--- config.mk ---
export PLATFORM = sky130hd
export DESIGN_NAME = sliding_window_mode_filter
export DESIGN_NICKNAME = d
export VERILOG_FILES = /design/src/sv/swmf_pkg.sv /design/src/sv/swmf_ctrl.sv /design/src/sv/swmf_datapath.sv /design/src/sv/sliding_window_mode_filter.sv
export SDC_FILE = /design/constraint.sdc
export NUM_CORES = 2
export LEC_CHECK = 0
export ABC_CLOCK_PERIOD_IN_PS = 46100
export BUFFER_PORTS_ARGS = -buffer_cell sky130_fd_sc_hd__buf_2
export CELL_PAD_IN_SITES_DETAIL_PLACEMENT = 0
export CELL_PAD_IN_SITES_GLOBAL_PLACEMENT = 1
export CORE_AREA = 2 2 194 387
export CTS_BUF_LIST = sky130_fd_sc_hd__clkbuf_8 sky130_fd_sc_hd__clkbuf_16
export DETAILED_ROUTE_END_ITERATION = 10
export DIE_AREA = 0 0 196 389
export GPL_TIMING_DRIVEN = 0
export PLACE_DENSITY = 0.83
export SLEW_MARGIN = 20
export SYNTH_ARGS = -nofsm -noshare
export SYNTH_HDL_FRONTEND = slang
export SYNTH_SLANG_ARGS = --single-unit
--- constraint.sdc ---
create_clock -name clk -period 46.1 [get_ports clk]
set_input_delay 9.22 -clock clk [delete_from_list [all_inputs] [get_ports clk]]
set_output_delay 9.22 -clock clk [all_outputs]
set_load 0.01 [all_outputs]
--- src/sv/swmf_pkg.sv ---
// ----------------------------------------------------------------------------
// swmf_pkg
// Shared types for the sliding window mode filter: the command and status
// groups between the controller and the datapath, and the result width.
// ----------------------------------------------------------------------------
package swmf_pkg;

    localparam int OUT_WIDTH = 32;

    typedef struct packed {
        logic capture;     // latch sample, update window
        logic scan_start;  // clear best, rewind candidate index
        logic step;        // issue next candidate into the count pipeline
        logic load_out;    // load the output register
        logic use_mode;    // output the window mode rather than the sample
    } cmd_t;

    typedef struct packed {
        logic full;        // held count has reached the window size
        logic last;        // candidate index is on the oldest held entry
        logic busy;        // count pipeline still holds candidates
    } status_t;

endpackage

--- src/sv/swmf_ctrl.sv ---
// ----------------------------------------------------------------------------
// swmf_ctrl
// Controller: takes one request, steers the candidate scan of the datapath
// and owns the valid flag of the output register.
// ----------------------------------------------------------------------------
module swmf_ctrl (
    input  logic              clk,
    input  logic              rst_n,
    input  logic              in_valid,
    output logic              in_ready,
    output logic              out_valid,
    input  logic              out_ready,
    output swmf_pkg::cmd_t    cmd,
    input  swmf_pkg::status_t status
);
    import swmf_pkg::*;

    typedef enum logic [2:0] {
        ST_IDLE,
        ST_CHECK,
        ST_SCAN,
        ST_DRAIN,
        ST_FINISH
    } state_t;

    state_t state_reg;
    logic   mode_reg;
    logic   out_valid_reg;
    logic   slot_free;

    assign slot_free = !out_valid_reg || out_ready;
    assign in_ready  = (state_reg == ST_IDLE);
    assign out_valid = out_valid_reg;

    always_comb
    begin
        cmd            = '0;
        cmd.use_mode   = mode_reg;
        case (state_reg)
            ST_IDLE:   cmd.capture    = in_valid;
            ST_CHECK:  cmd.scan_start = status.full;
            ST_SCAN:   cmd.step       = 1'b1;
            ST_DRAIN:  cmd.step       = 1'b0;
            ST_FINISH: cmd.load_out   = slot_free;
            default:   cmd            = '0;
        endcase
    end

    always_ff @(posedge clk or negedge rst_n)
    begin
        if (!rst_n)
        begin
            state_reg     <= ST_IDLE;
            mode_reg      <= 1'b0;
            out_valid_reg <= 1'b0;
        end
        else
        begin
            // a new result replaces one that leaves in the same cycle
            if (cmd.load_out)
                out_valid_reg <= 1'b1;
            else if (out_valid_reg && out_ready)
                out_valid_reg <= 1'b0;
            case (state_reg)
                ST_IDLE:
                begin
                    if (in_valid)
                        state_reg <= ST_CHECK;
                end
                ST_CHECK:
                begin
                    mode_reg  <= status.full;
                    state_reg <= status.full ? ST_SCAN : ST_FINISH;
                end
                ST_SCAN:
                begin
                    if (status.last)
                        state_reg <= ST_DRAIN;
                end
                ST_DRAIN:
                begin
                    if (!status.busy)
                        state_reg <= ST_FINISH;
                end
                ST_FINISH:
                begin
                    if (slot_free)
                        state_reg <= ST_IDLE;
                end
                default:
                    state_reg <= ST_IDLE;
            endcase
        end
    end

endmodule

--- src/sv/swmf_datapath.sv ---
// ----------------------------------------------------------------------------
// swmf_datapath
// Sample window as a shift line, a candidate counting pipeline that compares
// one candidate against all held entries at once, the running best and the
// output register.
// ----------------------------------------------------------------------------
module swmf_datapath #(
    parameter int WINDOW       = 20,
    parameter int SAMPLE_WIDTH = 32
) (
    input  logic                             clk,
    input  logic                             rst_n,
    input  logic [SAMPLE_WIDTH-1:0]          sample,
    input  swmf_pkg::cmd_t                   cmd,
    output swmf_pkg::status_t                status,
    output logic [swmf_pkg::OUT_WIDTH-1:0]   filtered_value,
    output logic                             from_window
);
    import swmf_pkg::*;

    localparam int DEPTH = WINDOW + 1;
    localparam int IW    = $clog2(DEPTH);
    localparam int CW    = $clog2(DEPTH + 1);

    // entry 0 is the newest sample, entry held-1 the oldest
    logic [SAMPLE_WIDTH-1:0] win_reg [DEPTH];
    logic [CW-1:0]           held_reg;
    logic [CW-1:0]           held_next;
    logic [SAMPLE_WIDTH-1:0] sample_reg;
    logic                    positive;

    logic [IW-1:0]           idx_reg;
    logic                    p1_valid_reg;
    logic                    p2_valid_reg;
    logic                    p3_valid_reg;
    logic [SAMPLE_WIDTH-1:0] cand_reg;
    logic [SAMPLE_WIDTH-1:0] cand2_reg;
    logic [SAMPLE_WIDTH-1:0] cand3_reg;
    logic [DEPTH-1:0]        match_reg;
    logic [DEPTH-1:0]        match_next;
    logic [CW-1:0]           cnt_reg;
    logic [CW-1:0]           cnt_next;
    logic [SAMPLE_WIDTH-1:0] best_val_reg;
    logic [CW-1:0]           best_cnt_reg;
    logic                    better;

    logic [OUT_WIDTH-1:0]    filtered_reg;
    logic                    from_window_reg;
    logic [OUT_WIDTH+SAMPLE_WIDTH-1:0] ext_mode;
    logic [OUT_WIDTH+SAMPLE_WIDTH-1:0] ext_pass;

    assign positive = (sample[SAMPLE_WIDTH-1] == 1'b0) && (sample != '0);

    always_comb
    begin
        held_next = held_reg;
        if (held_reg == CW'(DEPTH))
            held_next = CW'(DEPTH - 1);
        if (positive)
            held_next = held_next + CW'(1);
    end

    always_comb
    begin
        for (int j = 0; j < DEPTH; j++)
            match_next[j] = (CW'(j) < held_reg) && (win_reg[j] == cand_reg);
    end

    always_comb
    begin
        cnt_next = '0;
        for (int j = 0; j < DEPTH; j++)
            cnt_next = cnt_next + CW'(match_reg[j]);
    end

    // ties go to the smaller value
    assign better = (cnt_reg > best_cnt_reg) ||
                    ((cnt_reg == best_cnt_reg) &&
                     ($signed(cand3_reg) < $signed(best_val_reg)));

    assign status.full = (held_reg >= CW'(WINDOW));
    assign status.last = (CW'(idx_reg) == (held_reg - CW'(1)));
    assign status.busy = p1_valid_reg || p2_valid_reg || p3_valid_reg;

    always_ff @(posedge clk or negedge rst_n)
    begin
        if (!rst_n)
        begin
            held_reg     <= '0;
            idx_reg      <= '0;
            p1_valid_reg <= 1'b0;
            p2_valid_reg <= 1'b0;
            p3_valid_reg <= 1'b0;
        end
        else
        begin
            if (cmd.capture)
                held_reg <= held_next;
            if (cmd.scan_start)
                idx_reg <= '0;
            else if (cmd.step)
                idx_reg <= idx_reg + IW'(1);
            p1_valid_reg <= cmd.step;
            p2_valid_reg <= p1_valid_reg;
            p3_valid_reg <= p2_valid_reg;
        end
    end

    always_ff @(posedge clk)
    begin
        if (cmd.capture)
        begin
            sample_reg <= sample;
            if (positive)
            begin
                for (int k = DEPTH - 1; k > 0; k--)
                    win_reg[k] <= win_reg[k-1];
                win_reg[0] <= sample;
            end
        end
        if (cmd.step)
            cand_reg <= win_reg[idx_reg];
        cand2_reg <= cand_reg;
        match_reg <= match_next;
        cand3_reg <= cand2_reg;
        cnt_reg   <= cnt_next;
        if (cmd.scan_start)
        begin
            best_val_reg <= '0;
            best_cnt_reg <= '0;
        end
        else if (p3_valid_reg && better)
        begin
            best_val_reg <= cand3_reg;
            best_cnt_reg <= cnt_reg;
        end
        if (cmd.load_out)
        begin
            filtered_reg    <= cmd.use_mode ? ext_mode[OUT_WIDTH-1:0]
                                            : ext_pass[OUT_WIDTH-1:0];
            from_window_reg <= cmd.use_mode;
        end
    end

    // zero extend or truncate to the result width
    assign ext_mode = {{OUT_WIDTH{1'b0}}, best_val_reg};
    assign ext_pass = {{OUT_WIDTH{1'b0}}, sample_reg};

    assign filtered_value = filtered_reg;
    assign from_window    = from_window_reg;

endmodule

--- src/sv/sliding_window_mode_filter.sv ---
// ----------------------------------------------------------------------------
// sliding_window_mode_filter
// Replaces each reading with the most frequent value among the recently
// stored positive samples, or passes it through while the window fills.
//
//   channel  direction  handshake              payload
//   in       request    in_valid / in_ready    sample
//   out      result     out_valid / out_ready  filtered_value, from_window
//
// A pass-through item goes from idle through check to finish; a window item
// also runs the scan, which counts one candidate entry per cycle against all
// held entries, and drains the count pipeline first. One item is worked on
// at a time; the next request is taken while the previous result waits in
// the output register. Reset empties the window; a stalled output only holds
// the block once a second result is ready.
// ----------------------------------------------------------------------------
module sliding_window_mode_filter #(
    parameter int WINDOW       = 20,
    parameter int SAMPLE_WIDTH = 32
) (
    input  logic                           clk,
    input  logic                           rst_n,
    input  logic                           in_valid,
    output logic                           in_ready,
    input  logic [SAMPLE_WIDTH-1:0]        sample,
    output logic                           out_valid,
    input  logic                           out_ready,
    output logic [swmf_pkg::OUT_WIDTH-1:0] filtered_value,
    output logic                           from_window
);
    import swmf_pkg::*;

    cmd_t    cmd;
    status_t status;

    swmf_ctrl u_ctrl (
        .clk       (clk),
        .rst_n     (rst_n),
        .in_valid  (in_valid),
        .in_ready  (in_ready),
        .out_valid (out_valid),
        .out_ready (out_ready),
        .cmd       (cmd),
        .status    (status)
    );

    swmf_datapath #(
        .WINDOW       (WINDOW),
        .SAMPLE_WIDTH (SAMPLE_WIDTH)
    ) u_datapath (
        .clk            (clk),
        .rst_n          (rst_n),
        .sample         (sample),
        .cmd            (cmd),
        .status         (status),
        .filtered_value (filtered_value),
        .from_window    (from_window)
    );

endmodule

==> results.toml <==
[synthesis]
synth_edf_count = 769
ys_dominant_reg_cell = "sky130_fd_sc_hd__edfxtp_1"
synth_cell_type_count = 55
netlist_instances = 2754
yosys_warnings = 0
yosys_register_bits = 914
synth_seq_area_share_pct = 61.83
async_flop_share_pct = 1.969
synth_nets = 2852
mappedNetlistArea_sq_mm = 0.04219
syn-mean-instance-area_sq_um = 15.32

[worst_setup_path]
endpoint_kind = "register"
critPathLaunch = "sample[6]"
critical_path_class = "in -> reg"
arrival_ns = 12.36
required_ns = 46.53
timing.rr.start = "u_datapath.match_reg[1]"
worst-path-max-fanout = 17
critical_path.startpoint_type = "input port"
r2r_slack_ns = 41.87
r2r_cells = 12
r2r-end = "u_datapath.cnt_reg[4]"
critical_path.endpoint = "u_datapath.win_reg[19][0]"

[route]
detailedRoute.firstPassIterationCount = 6
first_iter_violations = 4116
post-route-drc-count = 0
post_drt_via_cell_ratio = 6.754
antenna_left = 0
wl_mm = 149.4
vias = 26710
routedWlPerCell_um = 37.77

[placed_design]
place.detailed.instances = 3808
globalplace.congestion = 1.007
place_area_sq_mm = 0.04451
port-buffer-count = 70
place_worst_setup_slack_ns = 33.65
place_hpwl_mm = 117.5

[timing]
timing.final.hold_violations = 0
rsz0062_at_grt = "false"
worst_slew_margin_rel_pct = 18.82
fmax_mhz = 83.83
final_period_minus_worst_setup_slack_ns = 11.93
setup_slack_ns = 34.17
setup_total_negative_slack_ns = 0
worstMarginPinSlew_ns = 1.218
timing.final.setup_violations = 0
timing.final.crit_share_pct = 25.88
finalMaxSlewViolations = 0
fin_worst_hold_slack_ns = 0.3275
finClkSkew_ns = 0.02818

[layout]
layout.nets = 3060
antennaDiodeCount = 0
multi_input_area_sq_mm = 0.01502
finalInstanceArea_sq_mm = 0.04733
final-seq-area_sq_mm = 0.02609
layoutNonFillerInstCount = 3955
fillers = 5476
largest_register_ffs = 672
layout.cells.most_common = "sky130_fd_sc_hd__edfxtp_1"
areaGrowthSynthToFinish_pct = 12.18
layout_common_cells = "sky130_fd_sc_hd__edfxtp_1, sky130_fd_sc_hd__xor2_1, sky130_fd_sc_hd__xnor2_1, sky130_fd_sc_hd__mux4_2, sky130_fd_sc_hd__buf_2"
drive_gt1_share_pct = 17.58

[clocking]
h_tree_lvls = 3
cts_hold_repair.buffers = 0
clock_tree_from_tritoncts = "built"
numCtsBuffers = 81
clk_pin_slew_ns = 0.07
quantity_of_gates_resized_following_cts = 0
worstSkewPairLatency_ns = 0.70
cts_sinks = 914
cts_post_setup_buffers_inserted = 0
max-clock-path-buffers = 3
clockRootBuffer = "sky130_fd_sc_hd__clkbuf_16"

[power_and_ir_drop]
switching_share_pct = 35.10
net_load_switching_power_mw = 0.9713
vdd_drop_max_mv = 0.03885
total_leakage_power_nw = 15.66
pwr_per_cell_area_mw_per_mm2 = 58.46
clock_power_share_pct = 26.5
combinationalPowerShare_pct = 30.1
power.share.sequential_pct = 43.4
internal_power_mw = 1.796

[die]
initial_utilization_pct = 57.48
die_height_um = 389
placeable_core_region_sq_mm = 0.07339
core.rowCount = 141
die_w_um = 196
area_of_the_die_sq_mm = 0.07624
top_level_ports = 71

[worst_hold_path]
min_path_type = "reg -> reg"

[global_route]
grt_max_degree = 33
grt_usage_pct = 39.64
grt_antenna_before_repair = 2
grt_pass1_vias = 25230
grt_first_pass_wirelength_mm = 203.1
gr-total-overflow = 0

[status]
run_status = "complete, no violations"

[flow_run]
maxCapViolCount = 0
[synthesized netlist by cell type (all sizes together), types with 54 or more instances]
| cell type | number | area share (%) |
|---|---|---|
| mux4 | 192 | 10 |
| o21ai | 88 | 1.0 |
| a21oi | 95 | 1.1 |
| nand4 | 105 | 1.6 |
| edfxtp | 769 | 55 |
| dfxtp | 127 | 6.0 |
| nand3 | 54 | 0.65 |
| buf | 116 | 1.5 |
| nor4 | 113 | 1.7 |
| xor2 | 365 | 7.6 |
| inv | 72 | 0.64 |
| xnor2 | 322 | 6.7 |
[critical path, cell delays in order]
cell,delay (ns)
sky130_fd_sc_hd__buf_2,0.14
sky130_fd_sc_hd__nor4_1,0.66
sky130_fd_sc_hd__nand4_1,0.35
sky130_fd_sc_hd__nor2_1,0.29
sky130_fd_sc_hd__nor3_4,0.14
sky130_fd_sc_hd__buf_8,0.18
sky130_fd_sc_hd__buf_6,0.17
sky130_fd_sc_hd__buf_8,0.17
sky130_fd_sc_hd__buf_8,0.16
sky130_fd_sc_hd__buf_8,0.17
sky130_fd_sc_hd__buf_8,0.17
sky130_fd_sc_hd__buf_8,0.17
sky130_fd_sc_hd__buf_8,0.16
sky130_fd_sc_hd__buf_8,0.16
[cells by family after synthesis]
| family | synth area share [%] |
|---|---|
| xor+xnor | 14.26 |
| buf+inv | 2.625 |
| flops | 61.83 |
| simple gates | 5.463 |
| compound gates | 2.699 |
| fa+ha+maj | 2.088 |
| mux | 11.03 |
[power groups by stage]
stage	Combinational [mW]	Clock (mW)	Sequential, mW
6_report	0.831	0.733	1.20
5_1_grt	0.857	0.761	1.21
4_1_cts	0.811	0.736	1.20
3_5_place_dp	0.807	0	1.21
3_3_place_gp	0.765	0	1.35
2_1_floorplan	0.476	0	1.27
[through the flow]
step                utilization [%]  total power [mW]
floorplan                         -             1.745
global placement              59.55             2.118
detailed placement            60.65             2.020
CTS                           64.48             2.744
global route                  64.49             2.827
finish                        64.49             2.767
[area by class of cell]
type                            count  share of cell area, %
Clock inverter                     52                  1.028
Clock buffer                       95                  4.904
Sequential cell                   914                  55.12
Buffer                            168                  1.769
Inverter                           72                 0.5711
Multi-Input combinational cell   1600                  31.74
Tap cell                          929                  2.456
Timing Repair Buffer              125                  2.414
[layer usage]
layer / up-vias / wire (um) / part of all wire (%) / GRT usage [%]
met1: 13620 / 52470 / 35 / 50.59
met2: 1941 / 68880 / 46 / 60.86
met3: 368 / 15000 / 10 / 7.894
met4: 0 / 13010 / 8.7 / 28.50
met5: - / 0 / 0 / 0
li1: 10780 / - / - / -
[how the worst min path moves through the flow]
| stage | start | endpoint | slack, ns | cells after the start |
|---|---|---|---|---|
| floorplan | u_datapath.cand2_reg[0] | u_datapath.cand3_reg[0] | 0.31 | 0 |
| global placement | u_datapath.cand2_reg[10] | u_datapath.cand3_reg[10] | 0.31 | 0 |
| detailed placement | u_datapath.cand2_reg[25] | u_datapath.cand3_reg[25] | 0.31 | 0 |
| CTS | u_datapath.cand2_reg[25] | u_datapath.cand3_reg[25] | 0.33 | 0 |
| global route | u_datapath.cand2_reg[14] | u_datapath.cand3_reg[14] | 0.34 | 0 |
| finish | u_datapath.cand2_reg[25] | u_datapath.cand3_reg[25] | 0.33 | 0 |
No activity file was read; power rests on OpenSTA's default activity.
